## config.mk

```make
export PLATFORM = sky130hd
export DESIGN_NAME = local_apic_countdown_timer_core
export DESIGN_NICKNAME = d
export VERILOG_FILES = /design/src/sv/lapic_tmr_pkg.sv /design/src/sv/local_apic_countdown_timer_core.sv
export SDC_FILE = /design/constraint.sdc
export NUM_CORES = 1
export LEC_CHECK = 0
export ABC_AREA = 0
export BUFFER_PORTS_ARGS = -buffer_cell sky130_fd_sc_hd__buf_2
export CORE_MARGIN = 10
export CORE_UTILIZATION = 33
export DETAILED_ROUTE_END_ITERATION = 16
export PLACE_DENSITY = 0.52
export SYNTH_ARGS = -nofsm -noshare
export SYNTH_HDL_FRONTEND = slang
export SYNTH_SLANG_ARGS = --single-unit
```

## constraint.sdc

```tcl
create_clock -name clk -period 7.8 [get_ports clk]
set_input_delay 1.56 -clock clk [delete_from_list [all_inputs] [get_ports clk]]
set_output_delay 1.56 -clock clk [all_outputs]
set_load 0.005 [all_outputs]
```

## src/sv/lapic_tmr_pkg.sv

```systemverilog
package lapic_tmr_pkg;

	localparam int IN_TDATA_W  = 40;
	localparam int OUT_TDATA_W = 48;
	localparam int KIND_W      = 2;
	localparam int REG_W       = 32;
	localparam int ADDR_W      = 8;
	localparam int VEC_W       = 8;
	localparam int MODE_W      = 2;
	localparam int DIV_SEL_W   = 4;
	localparam int PRESCALE_W  = 7;

	typedef enum logic [KIND_W-1:0] {
		KIND_TICK  = 2'd0,
		KIND_WRITE = 2'd1,
		KIND_READ  = 2'd2
	} kind_t;

	localparam logic [ADDR_W-1:0] ADDR_ENTRY   = 8'hC8;
	localparam logic [ADDR_W-1:0] ADDR_INITIAL = 8'hE0;
	localparam logic [ADDR_W-1:0] ADDR_CURRENT = 8'hE4;
	localparam logic [ADDR_W-1:0] ADDR_DIVIDE  = 8'hF8;

	localparam logic [MODE_W-1:0] MODE_PERIODIC = 2'd1;
	localparam int                MASK_BIT      = 16;
	localparam int                MODE_LSB      = 17;
	localparam logic [DIV_SEL_W-1:0] DIVIDE_BITS = 4'hB;

	// bit positions inside the result tdata
	localparam int OUT_FIRE_BIT = 32;
	localparam int OUT_VEC_LSB  = 33;

	typedef struct packed {
		logic [MODE_W-1:0] mode;
		logic              mask;
		logic [VEC_W-1:0]  vector;
	} entry_t;

	localparam entry_t ENTRY_RESET = '{mode: '0, mask: 1'b1, vector: '0};

endpackage

```

## src/sv/local_apic_countdown_timer_core.sv

```systemverilog
// Countdown timer with a small register map, fed by a stream of requests:
// a timer tick (tuser 0), a register write (1) or a register read (2). Every
// request yields exactly one result carrying the read data (zero unless a
// read), an interrupt flag and the vector from the timer entry. The block
// takes one request per clock while the result side keeps up: one request
// register, then all register updates together into the result register.
// While a result waits the request register holds and the input stalls; with
// the result side ready, requests flow back to back. Registers:
// 0xC8 timer entry (vector 7:0, mask 16, mode 18:17),
// 0xE0 initial count (a write reloads the count and the prescaler), 0xE4
// current count (read only), 0xF8 divide (bits 3,1,0). The count is
// COUNT_WIDTH bits wide and reads back zero-extended.
module local_apic_countdown_timer_core #(
	parameter int COUNT_WIDTH = 32
) (
	input  logic                                   clk,
	input  logic                                   arst_n,
	input  logic                                   s_axis_tvalid,
	output logic                                   s_axis_tready,
	// reg_addr [7:0], write_data [39:8]
	input  logic [lapic_tmr_pkg::IN_TDATA_W-1:0]   s_axis_tdata,
	// kind [1:0]
	input  logic [lapic_tmr_pkg::KIND_W-1:0]       s_axis_tuser,
	output logic                                   m_axis_tvalid,
	input  logic                                   m_axis_tready,
	// read_data [31:0], irq_fire [32], irq_vector [40:33], zero [47:41]
	output logic [lapic_tmr_pkg::OUT_TDATA_W-1:0]  m_axis_tdata
);
	import lapic_tmr_pkg::*;

	// request register
	logic                  valid_s1;
	logic [KIND_W-1:0]     kind_s1;
	logic [ADDR_W-1:0]     addr_s1;
	logic [REG_W-1:0]      data_s1;

	// timer state
	entry_t                  entry_q;
	logic [COUNT_WIDTH-1:0]  init_q;
	logic [COUNT_WIDTH-1:0]  cur_q;
	logic [DIV_SEL_W-1:0]    div_q;
	logic [PRESCALE_W-1:0]   pre_q;

	// result register
	logic                  out_valid_q;
	logic [REG_W-1:0]      out_rd_q;
	logic                  out_fire_q;
	logic [VEC_W-1:0]      out_vec_q;

	logic                  advance;
	logic [2:0]            div_code;
	logic [PRESCALE_W:0]   pre_inc;
	logic [PRESCALE_W:0]   divisor;
	logic                  wrap;
	logic [COUNT_WIDTH-1:0] cur_dec;

	entry_t                  entry_d;
	logic [COUNT_WIDTH-1:0]  init_d;
	logic [COUNT_WIDTH-1:0]  cur_d;
	logic [DIV_SEL_W-1:0]    div_d;
	logic [PRESCALE_W-1:0]   pre_d;
	logic [REG_W-1:0]        rd_c;
	logic                    fire_c;
	logic [VEC_W-1:0]        vec_c;

	assign advance       = valid_s1 && (!out_valid_q || m_axis_tready);
	assign s_axis_tready = !valid_s1 || advance;

	assign div_code = {div_q[3], div_q[1:0]};
	assign pre_inc  = {1'b0, pre_q} + 1'b1;
	assign divisor  = (div_code == 3'd7) ? (PRESCALE_W+1)'(1)
	                                     : (PRESCALE_W+1)'(2) << div_code;
	assign wrap     = pre_inc >= divisor;
	assign cur_dec  = cur_q - 1'b1;

	always_comb begin
		entry_d = entry_q;
		init_d  = init_q;
		cur_d   = cur_q;
		div_d   = div_q;
		pre_d   = pre_q;
		rd_c    = '0;
		fire_c  = 1'b0;
		vec_c   = '0;
		unique case (kind_s1)
			KIND_TICK: begin
				pre_d = wrap ? '0 : pre_inc[PRESCALE_W-1:0];
				if (wrap && cur_q != '0) begin
					cur_d = cur_dec;
					if (cur_dec == '0) begin
						if (entry_q.mode == MODE_PERIODIC)
							cur_d = init_q;
						if (!entry_q.mask) begin
							fire_c = 1'b1;
							vec_c  = entry_q.vector;
						end
					end
				end
			end
			KIND_WRITE: begin
				unique case (addr_s1)
					ADDR_ENTRY: begin
						entry_d.vector = data_s1[VEC_W-1:0];
						entry_d.mask   = data_s1[MASK_BIT];
						entry_d.mode   = data_s1[MODE_LSB +: MODE_W];
					end
					ADDR_INITIAL: begin
						init_d = data_s1[COUNT_WIDTH-1:0];
						cur_d  = data_s1[COUNT_WIDTH-1:0];
						pre_d  = '0;
					end
					ADDR_DIVIDE: div_d = data_s1[DIV_SEL_W-1:0] & DIVIDE_BITS;
					default: ;
				endcase
			end
			KIND_READ: begin
				unique case (addr_s1)
					ADDR_ENTRY: begin
						rd_c[VEC_W-1:0]             = entry_q.vector;
						rd_c[MASK_BIT]              = entry_q.mask;
						rd_c[MODE_LSB +: MODE_W]    = entry_q.mode;
					end
					ADDR_INITIAL: rd_c = REG_W'(init_q);
					ADDR_CURRENT: rd_c = REG_W'(cur_q);
					ADDR_DIVIDE:  rd_c = REG_W'(div_q);
					default: ;
				endcase
			end
			default: ;
		endcase
	end

	always_ff @(posedge clk or negedge arst_n) begin
		if (!arst_n) begin
			valid_s1    <= 1'b0;
			out_valid_q <= 1'b0;
			entry_q     <= ENTRY_RESET;
			init_q      <= '0;
			cur_q       <= '0;
			div_q       <= '0;
			pre_q       <= '0;
		end else begin
			if (s_axis_tready)
				valid_s1 <= s_axis_tvalid;
			if (advance) begin
				out_valid_q <= 1'b1;
				entry_q     <= entry_d;
				init_q      <= init_d;
				cur_q       <= cur_d;
				div_q       <= div_d;
				pre_q       <= pre_d;
			end else if (m_axis_tready) begin
				out_valid_q <= 1'b0;
			end
		end
	end

	// payload, no reset
	always_ff @(posedge clk) begin
		if (s_axis_tready && s_axis_tvalid) begin
			kind_s1 <= s_axis_tuser;
			addr_s1 <= s_axis_tdata[ADDR_W-1:0];
			data_s1 <= s_axis_tdata[ADDR_W +: REG_W];
		end
		if (advance) begin
			out_rd_q   <= rd_c;
			out_fire_q <= fire_c;
			out_vec_q  <= vec_c;
		end
	end

	assign m_axis_tvalid = out_valid_q;
	assign m_axis_tdata  = {(OUT_TDATA_W-OUT_VEC_LSB-VEC_W)'(0), out_vec_q, out_fire_q, out_rd_q};

	// a held request must not be dropped or altered while the result side stalls
	a_hold_request: assert property (@(posedge clk) disable iff (!arst_n)
		valid_s1 && !advance |=> valid_s1 && $stable(kind_s1) && $stable(addr_s1))
		else $error("request register changed while stalled");

	// after an interrupt the count is either stopped or reloaded
	a_fire_count: assert property (@(posedge clk) disable iff (!arst_n)
		advance && fire_c |=> (cur_q == '0 || cur_q == init_q))
		else $error("count not stopped or reloaded after interrupt");

	// vector and read data are zero unless the result says otherwise
	a_vec_quiet: assert property (@(posedge clk) disable iff (!arst_n)
		out_valid_q && !out_fire_q |-> out_vec_q == '0)
		else $error("vector set without interrupt");

	a_fire_no_read: assert property (@(posedge clk) disable iff (!arst_n)
		out_valid_q && out_fire_q |-> out_rd_q == '0)
		else $error("read data on a tick result");

endmodule
```

# After elaboration in Yosys (flattened, before gate mapping)
# Cells that the tools add are included.
[classes]
magnitude_cmp = 1
div = 0
n_mul = 0
n_addsub = 2
eq_ne = 10
bitwise = 3
reduce_logical = 19
n_shift = 1
muxes = 16
[ops]
columns = ["operator", "n"]
rows = [
  ["$mux W32", 4],
  ["$pmux W32 S2", 1],
  ["$eq A8 B8 Y1 const B", 4],
  ["$logic_not A32 Y1", 1],
  ["$pmux W8 S4", 1],
  ["$reduce_bool A32 Y1", 1],
  ["$sub A32 B1 Y32 const B", 1],
  ["$pmux W13 S2", 1],
  ["$pmux W8 S2", 1],
  ["$reduce_and A3 Y1", 5],
  ["$mux W7", 2],
  ["$pmux W7 S2", 1],
  ["$pmux W3 S3", 1],
  ["$add A7 B1 Y8 const B", 1],
  ["$ge A8 B8 Y1", 1],
  ["$mux W8", 1],
  ["$shl A2 B3 Y8 const A", 1],
  ["$eq A2 B1 Y1 const B", 2],
  ["$ne A2 B2 Y1 const B", 2],
  ["$reduce_and A4 Y1", 1],
  ["$reduce_bool A2 Y1", 2],
  ["$reduce_or A4 Y1", 1],
  ["$eq A3 B3 Y1 const B", 1],
  ["$logic_and A1 B1 Y1", 3],
  ["other kinds (6)", 12],
]
[word_totals]
word_cells = 67
latch_bits = 0
register_bits = 170
mem_count = 0
rom_bits = 0
ram_bits = 0

# Logic depth before layout (Yosys ltp)
# Gate-level depths: netlist of the first run.
[logic_depth]
depth_word = 6
ltp_mapped = 13
depth_no_buf = 12

# Worst setup path after synthesis of the first run
# No wires, ideal clock.
[synth_path]
path_kind = "input -> output"
start = "in m_axis_tready"
end = "out s_axis_tready"
stages = 1
arrival_ns = 1.734
setup_slack_ns = 4.506
path_cell_list = "nand3b_1"
[synth_via]
elab_chain_len = 3
[synth_rtl]
columns = ["element", "line_no", "source"]
rows = [
  ["from (decl)", "local_apic_countdown_timer_core.sv:25", "input logic m_axis_tready,"],
  ["$logic_or A1 B1 Y1", "local_apic_countdown_timer_core.sv:66", "assign advance = valid_s1 && (!out_valid_q || m_axis_tready);"],
  ["$logic_and A1 B1 Y1", "local_apic_countdown_timer_core.sv:66", ""],
  ["$logic_or A1 B1 Y1", "local_apic_countdown_timer_core.sv:67", "assign s_axis_tready = !valid_s1 || advance;"],
  ["to (decl)", "local_apic_countdown_timer_core.sv:19", "output logic s_axis_tready,"],
]
# No other way between the ends.

# Worst setup path in the final report of the first run
[layout_path]
start = "reg div_q[3]"
end = "reg cur_q[0]"
[layout_via]
elab_chain_len = 6
elab_cells_between_ends = 7
[layout_rtl]
columns = ["element", "line_no", "source"]
rows = [
  ["from (decl)", "local_apic_countdown_timer_core.sv:41", "logic [DIV_SEL_W-1:0] div_q;"],
  ["from (signal assigned)", "local_apic_countdown_timer_core.sv:150", "div_q <= div_d;"],
  ["$shl A2 B3 Y8 / $eq A3 B3 Y1 (equally long branches)", "local_apic_countdown_timer_core.sv:72, local_apic_countdown_timer_core.sv:71", ""],
  ["$mux W8 (*)", "local_apic_countdown_timer_core.sv:71", "assign divisor = (div_code == 3'd7) ? (PRESCALE_W+1)'(1)"],
  ["$ge A8 B8 Y1 (*)", "local_apic_countdown_timer_core.sv:73", "assign wrap = pre_inc >= divisor;"],
  ["$logic_and A1 B1 Y1 (*)", "local_apic_countdown_timer_core.sv:88", "if (wrap && cur_q != '0) begin"],
  ["$ne A2 B2 Y1 (no line) (*)", "n/a", ""],
  ["$reduce_and A4 Y1 (no line) (*)", "n/a", ""],
  ["to (signal assigned)", "local_apic_countdown_timer_core.sv:149", "cur_q <= cur_d;"],
  ["to (decl)", "local_apic_countdown_timer_core.sv:40", "logic [COUNT_WIDTH-1:0] cur_q;"],
]
# Every way passes the cells marked *; elsewhere a longest branch is shown, timed or not.
# A chain may end at the register's enable or synchronous reset.

==> results.ini, run 1 <==
[cells_and_area]
fin_nets = 853
instances_no_fill = 1138
multi_input_area_um2 = 3530
regArea_um2 = 4670
design_area_um2 = 9710
diodes = 0
fillCellCount = 2477
drive_above_1_share_pct = 26.1
syn2layout_area_growth_pct = 14.5

[pwr]
power.share.switching_pct = 32.5
fin_total_pwr_uw = 2590
p_int_uw = 1750
p_sw_uw = 843
peakVddDrop_uv = 154
p_leak_uw = 0.00378
p_per_area_nw_per_um2 = 267
combPwrFrac_pct = 18.2
pwr-share-seq_pct = 49.0
p_clk_share_pct = 32.8

[critical_path]
rrSetupSlack_ps = 3620
crit_arrival_ps = 4520
cp_max_fo = 34
worstPathRequired_ps = 8150
cp-end-kind = register
crit_type = reg2reg
r2r_cells = 9
timing.rr.end = cur_q[0]$_DFFE_PN0P_
critPathLaunchType = register
timing.rr.start = div_q[3]$_DFFE_PN0P_

[cts]
cts_buffers = 17
ctsHtreeMaxLevel = 4
root_buffer = clkbuf_16
insertion_delay_ps = 440
clkTransAtPathRegs_ps = 70
hold_buffers = 0
tritoncts = done
postCtsSetupBuffers = 0
ctsResizeCount = 0
clockBufferDepth = 2
cts_sinks = 170

[synth]
syn-instance-count = 735
yosysUniqueCellTypes = 66
synth_top_flop_cell = dfrtp_1
yosysWarnings = 0
async_flop_share_pct = 51.2
ys_ff_latch = 170
synth.avg_cell_area_um2 = 11.5
syn_area_um2 = 8490
synth-edff-count = 83
ys_seq_area_share_pct = 55.0

[floorplan]
ios = 96
dieArea_um2 = 32500
core_um2 = 25300
fp-row-count = 58
die_width_um = 180
die_y_um = 180
start_util_pct = 33.6

[grt]
antenna_found_initial = 0
grt_max_degree = 78
track_usage_pct = 13.1
grt_pass1_vias = 6158
grt_pass1_wl_um = 34600
overflow = 0

[detailed_routing]
routedWlPerCell_um = 18.6
dr_wl_met2_um = 9630
wirelength_um = 21200
drc_errors = 0
drtAntennaViolNets = 0
wl_met3_um = 894
drt_first_iter_violations = 354
drt_first_pass_iters = 7
viasPerCell = 5.16
routed.top_layer = met4
wirelength_met1_um = 10400
routed-via-count = 5876

[sta]
hold_viol = 0
rsz0062_at_grt = no
fin_crit_sh_pct = 53.5
max_freq_ghz = 0.240
relSlewSlack_pct = 25.0
skew_ps = 15.6
fin_crit_ps = 4180
setup_violations = 0
worst_pin_slew_ps = 1130
tns_ps = 0
slew_viol_final = 0

[outcome]
status = finished clean

[min_path]
min_path_type = reg2reg
whs_path_depth = 1
holdPathEnd = init_q[9]$_DFFE_PN0P_
hold_start = data_s1[9]$_DFFE_PP_

[placement]
post-place-cells = 1106
placed_cell_area_um2 = 9140
io_buffers = 88
dp.final_hpwl_um = 14200
routabilityCongestion = 0.852

[job]
cap_violations = 0

cells in the mapped netlist (10+ instances only):
cell type,number,area [um^2]
o21ai_0,13,65.1
mux2_2,55,619
dfrtp_1,86,2150
edfxtp_1,83,2490
clkbuf_1,38,143
nand2b_1,13,81.3
a211oi_1,26,195
nor4_1,12,75.1
nor2_1,86,323
mux2i_1,23,230
and2_1,11,68.8
nand2_1,26,97.6
xor2_1,16,140
ha_1,12,150
nor3_1,76,380
xnor2_1,16,140
nand3_1,10,50.1
per-layer routing:
metal | vias to the layer above | GRT usage (%)
met5 | - | 0
met4 | 0 | 3.48
met3 | 23 | 3.67
met2 | 125 | 19.9
met1 | 2912 | 17.8
li1 | 2816 | -
stage by stage:
stage	hold slack (ps)	util (%)	setup WS, ps
finish	506	38.5	3620
global route	529	38.5	3290
CTS	502	38.5	3650
detailed placement	483	36.2	3670
floorplan	457	-	4510
global placement	495	36.2	3730
final cells by class:
| cell class | count | share of cell area, % |
|---|---|---|
| flip-flops and latches | 170 | 48.1 |
| repair buffers | 94 | 5.02 |
| well taps | 330 | 4.25 |
| clock buffers | 19 | 4.46 |
| inverters | 8 | 0.309 |
| multi-input cells | 504 | 36.4 |
| clock inverters | 13 | 1.49 |
cells by family after synthesis:
group,synth area share (%)
and+or+nand+nor,17.7
DFF,55.0
AOI/OAI and AO/OA,8.26
muxes,10.0
buffers and inverters,3.88
xor gates and xnor gates,3.30
adders and majority gates,1.77
other,0.0442
cells in the final DEF, fill, tap and decap left out, types with 6 or more instances in the layout:
cell type   n
edfxtp_1   83
xor2_1     16
nor4_1     11
nand2_1    26
or3_1       7
clkbuf_16  17
inv_1       7
nand3b_1    6
nor2_1     85
nand2b_1   12
buf_2      87
nor3_1     76
a211oi_2    7
buf_4       7
nand3_1    10
a211oi_1   26
xnor2_1    16
mux2i_1    23
mux2_2     55
and2_1     10
dfrtp_1    86
conb_1      7
and3_1      8
o21ai_0    13
a22oi_1     9
ha_1       12
worst max-delay path, cell delays in order (launching register included):
cell and delay (ps):
dfrtp_1 500, or3b_2 480, ha_1 300, a2111oi_0 570, nand2b_1 90, o21ai_0 610, a31oi_1 320, o21bai_4 840
o32ai_1 200, a21oi_1 180
state kept, by name (all words and copies together) (netlist names):
signal         count
addr_s1            8
cur_q             32
data_s1           32
div_q              3
entry_q           11
init_q            32
kind_s1            2
m_axis_tvalid      1
out_fire_q         1
out_rd_q          32
out_vec_q          8
pre_q              7
valid_s1           1
worst max-delay path by stage:
stage                         start                   end  slack (ps)  depth (start not counted)
6_report       div_q[3]$_DFFE_PN0P_  cur_q[0]$_DFFE_PN0P_        3620                          9
5_1_grt        div_q[3]$_DFFE_PN0P_  cur_q[0]$_DFFE_PN0P_        3290                          9
4_1_cts        div_q[3]$_DFFE_PN0P_  cur_q[0]$_DFFE_PN0P_        3650                          9
3_5_place_dp   div_q[3]$_DFFE_PN0P_  cur_q[0]$_DFFE_PN0P_        3670                          9
3_3_place_gp   div_q[3]$_DFFE_PN0P_  cur_q[0]$_DFFE_PN0P_        3730                          9
2_1_floorplan         m_axis_tready         s_axis_tready        4510                          1
power groups by stage:
stage | sequential (uW) | combinational [uW] | clock, uW
3_5_place_dp | 1290 | 476 | 0
4_1_cts | 1270 | 479 | 873
5_1_grt | 1300 | 530 | 914
6_report | 1270 | 472 | 850
2_1_floorplan | 1160 | 452 | 0
3_3_place_gp | 1290 | 471 | 0
No activity file was read; power rests on OpenSTA's default activity.
==> run 2: changes to the inputs <==
==> constraint.sdc (replaced) <==
create_clock -name clk -period 4 [get_ports clk]
set_input_delay 0.8 -clock clk [delete_from_list [all_inputs] [get_ports clk]]
set_output_delay 0.8 -clock clk [all_outputs]
set_load 0.005 [all_outputs]
==> run 2 against run 1 <==
Maximum frequency grew 13%. Largest power group unchanged. Core utilization grew 0.59 points. Worst setup slack lost 3300 ps. Clock skew shrank 4.4 ps. Power grew 98%. Clock power grew 98%. Wire length grew 2.7%.
==> results.ini, run 2 (synthesized netlist as in run 1, its figures left out) <==
[outcome]
status = finished clean

[grt]
top_usage_layer = met2
grt_pass1_vias = 6155
grt_max_degree = 56
use_met1_pct = 18.2
antenna_found_initial = 0
track_usage_pct = 13.3
grt_use_met2_pct = 20.7
grt_pass1_wl_um = 35100
overflow = 0
grt_util_met3_pct = 3.07

[cts]
postCtsSetupBuffers = 0
cts_buffers = 17
cts_sinks = 170
hold_buffers = 0
root_buffer = clkbuf_16
tritoncts = done
ctsHtreeMaxLevel = 4
clockBufferDepth = 2
clkTransAtPathRegs_ps = 70
ctsResizeCount = 0
insertion_delay_ps = 420

[placement]
post-place-cells = 1123
routabilityCongestion = 0.838
dp.final_hpwl_um = 14900
io_buffers = 88

[cells_and_area]
fillCellCount = 2494
syn2layout_area_growth_pct = 16.2
fin_nets = 870
regArea_um2 = 4670
final_cell_mix = 87 x buf_2, 86 x dfrtp_1, 85 x nor2_1
final_common_cell = buf_2
drive_above_1_share_pct = 27.8
diodes = 0
multi_input_area_um2 = 3530
instances_no_fill = 1155

[floorplan]
core_um2 = 25300
die_y_um = 180
dieArea_um2 = 32500
die_width_um = 180
ios = 96
fp-row-count = 58
start_util_pct = 33.6

[critical_path]
cp.depth = 11
critPathLaunchType = register
crit_family = simple AND/OR/NAND/NOR gates
timing.rr.start = cur_q[0]$_DFFE_PN0P_
critPathMaxStageDelay_ps = 590
path_buf_inv = 2
cp_max_fo = 15
crit_arrival_ps = 4040
cp_cell_sequence = inv_1 > ha_1 > nor3b_1 > nand2b_1 > nor4_1 > xnor2_1 > nand4_2 > nor3_4 > buf_4 > nand2_1 > a211oi_2
r2r_cells = 11
timing.rr.end = cur_q[29]$_DFFE_PN0P_
rrSetupSlack_ps = 300
cp-end-kind = register
cpMaxStageDelayCell = ha_1
worstPathRequired_ps = 4330
crit_type = reg2reg

[sta]
hold_viol = 0
max_freq_ghz = 0.270
rsz0062_at_grt = no
setup_violations = 0
skew_ps = 11.2
fin_crit_sh_pct = 92.6
tns_ps = 0
worst_pin_slew_ps = 1130
slew_viol_final = 0
relSlewSlack_pct = 24.5
fin_crit_ps = 3700

[detailed_routing]
drt_first_iter_violations = 359
viasPerCell = 5.12
wirelength_um = 21800
drc_errors = 0
routedWlPerCell_um = 18.8
drt_first_pass_iters = 5
routed-via-count = 5913
drtAntennaViolNets = 0

[min_path]
min_path_type = in2async

[pwr]
peakVddDrop_uv = 203
p_leak_uw = 0.00387
p_per_area_nw_per_um2 = 521

[job]
cap_violations = 0

run 2: cell count changes in the layout (fill, tap and decap cells not counted):
cell,previous run,this run
buf_4,7,23
clkinv_4,3,1
inv_8,0,2
buf_12,0,1
clkbuf_1,2,1
clkinv_1,1,0
clkinv_2,1,2
inv_6,4,5
nand2b_1,12,13
nand2b_2,1,0
run 2: worst max path at each step:
stage | endpoint | startpoint | slack, ps
4_1_cts | cur_q[29]$_DFFE_PN0P_ | cur_q[0]$_DFFE_PN0P_ | 270
3_5_place_dp | cur_q[29]$_DFFE_PN0P_ | cur_q[0]$_DFFE_PN0P_ | 320
2_1_floorplan | cur_q[13]$_DFFE_PN0P_ | div_q[3]$_DFFE_PN0P_ | 750
6_report | cur_q[29]$_DFFE_PN0P_ | cur_q[0]$_DFFE_PN0P_ | 300
3_3_place_gp | cur_q[29]$_DFFE_PN0P_ | cur_q[0]$_DFFE_PN0P_ | 320
5_1_grt | cur_q[29]$_DFFE_PN0P_ | cur_q[0]$_DFFE_PN0P_ | 30
run 2: layer usage:
| metal | up-vias | wire length (um) |
|---|---|---|
| met5 | - | 0 |
| met4 | 0 | 195 |
| met1 | 2933 | 10700 |
| met3 | 13 | 875 |
| li1 | 2843 | - |
| met2 | 124 | 10000 |
run 2: final cells by class:
type	count	share of cell area, %
clock buffers	18	4.35
clock inverters	14	1.62
inverters	8	0.304
multi-input cells	504	35.8
flip-flops and latches	170	47.4
well taps	330	4.19
repair buffers	111	6.37
run 2: metrics by stage:
stage / setup slack (ps) / utilization, % / total power, uW / cell area [um^2] / hold WS (ps)
2_1_floorplan: 746 / - / 3140 / 8510 / 457
3_3_place_gp: 325 / 36.7 / 3470 / 9270 / 498
3_5_place_dp: 322 / 36.7 / 3490 / 9270 / 494
4_1_cts: 274 / 39.0 / 5190 / 9860 / 481
5_1_grt: 31.0 / 39.1 / 5440 / 9860 / 510
6_report: 296 / 39.1 / 5140 / 9860 / 459
run 2: worst reg2reg max path, cell delays in order, from the launching register on:
cell	delay [ps]
dfrtp_1	510
inv_1	180
ha_1	590
nor3b_1	320
nand2b_1	150
nor4_1	360
xnor2_1	250
nand4_2	260
nor3_4	370
buf_4	300
nand2_1	110
a211oi_2	220
run 2: power breakdown:
group | internal, uW | leakage (uW) | switching [uW] | total (uW)
sequential | 2070 | 0.00189 | 396 | 2470
combinational | 452 | 0.00170 | 534 | 986
clock | 939 | 0.000286 | 745 | 1680
total | 3460 | 0.00387 | 1670 | 5140
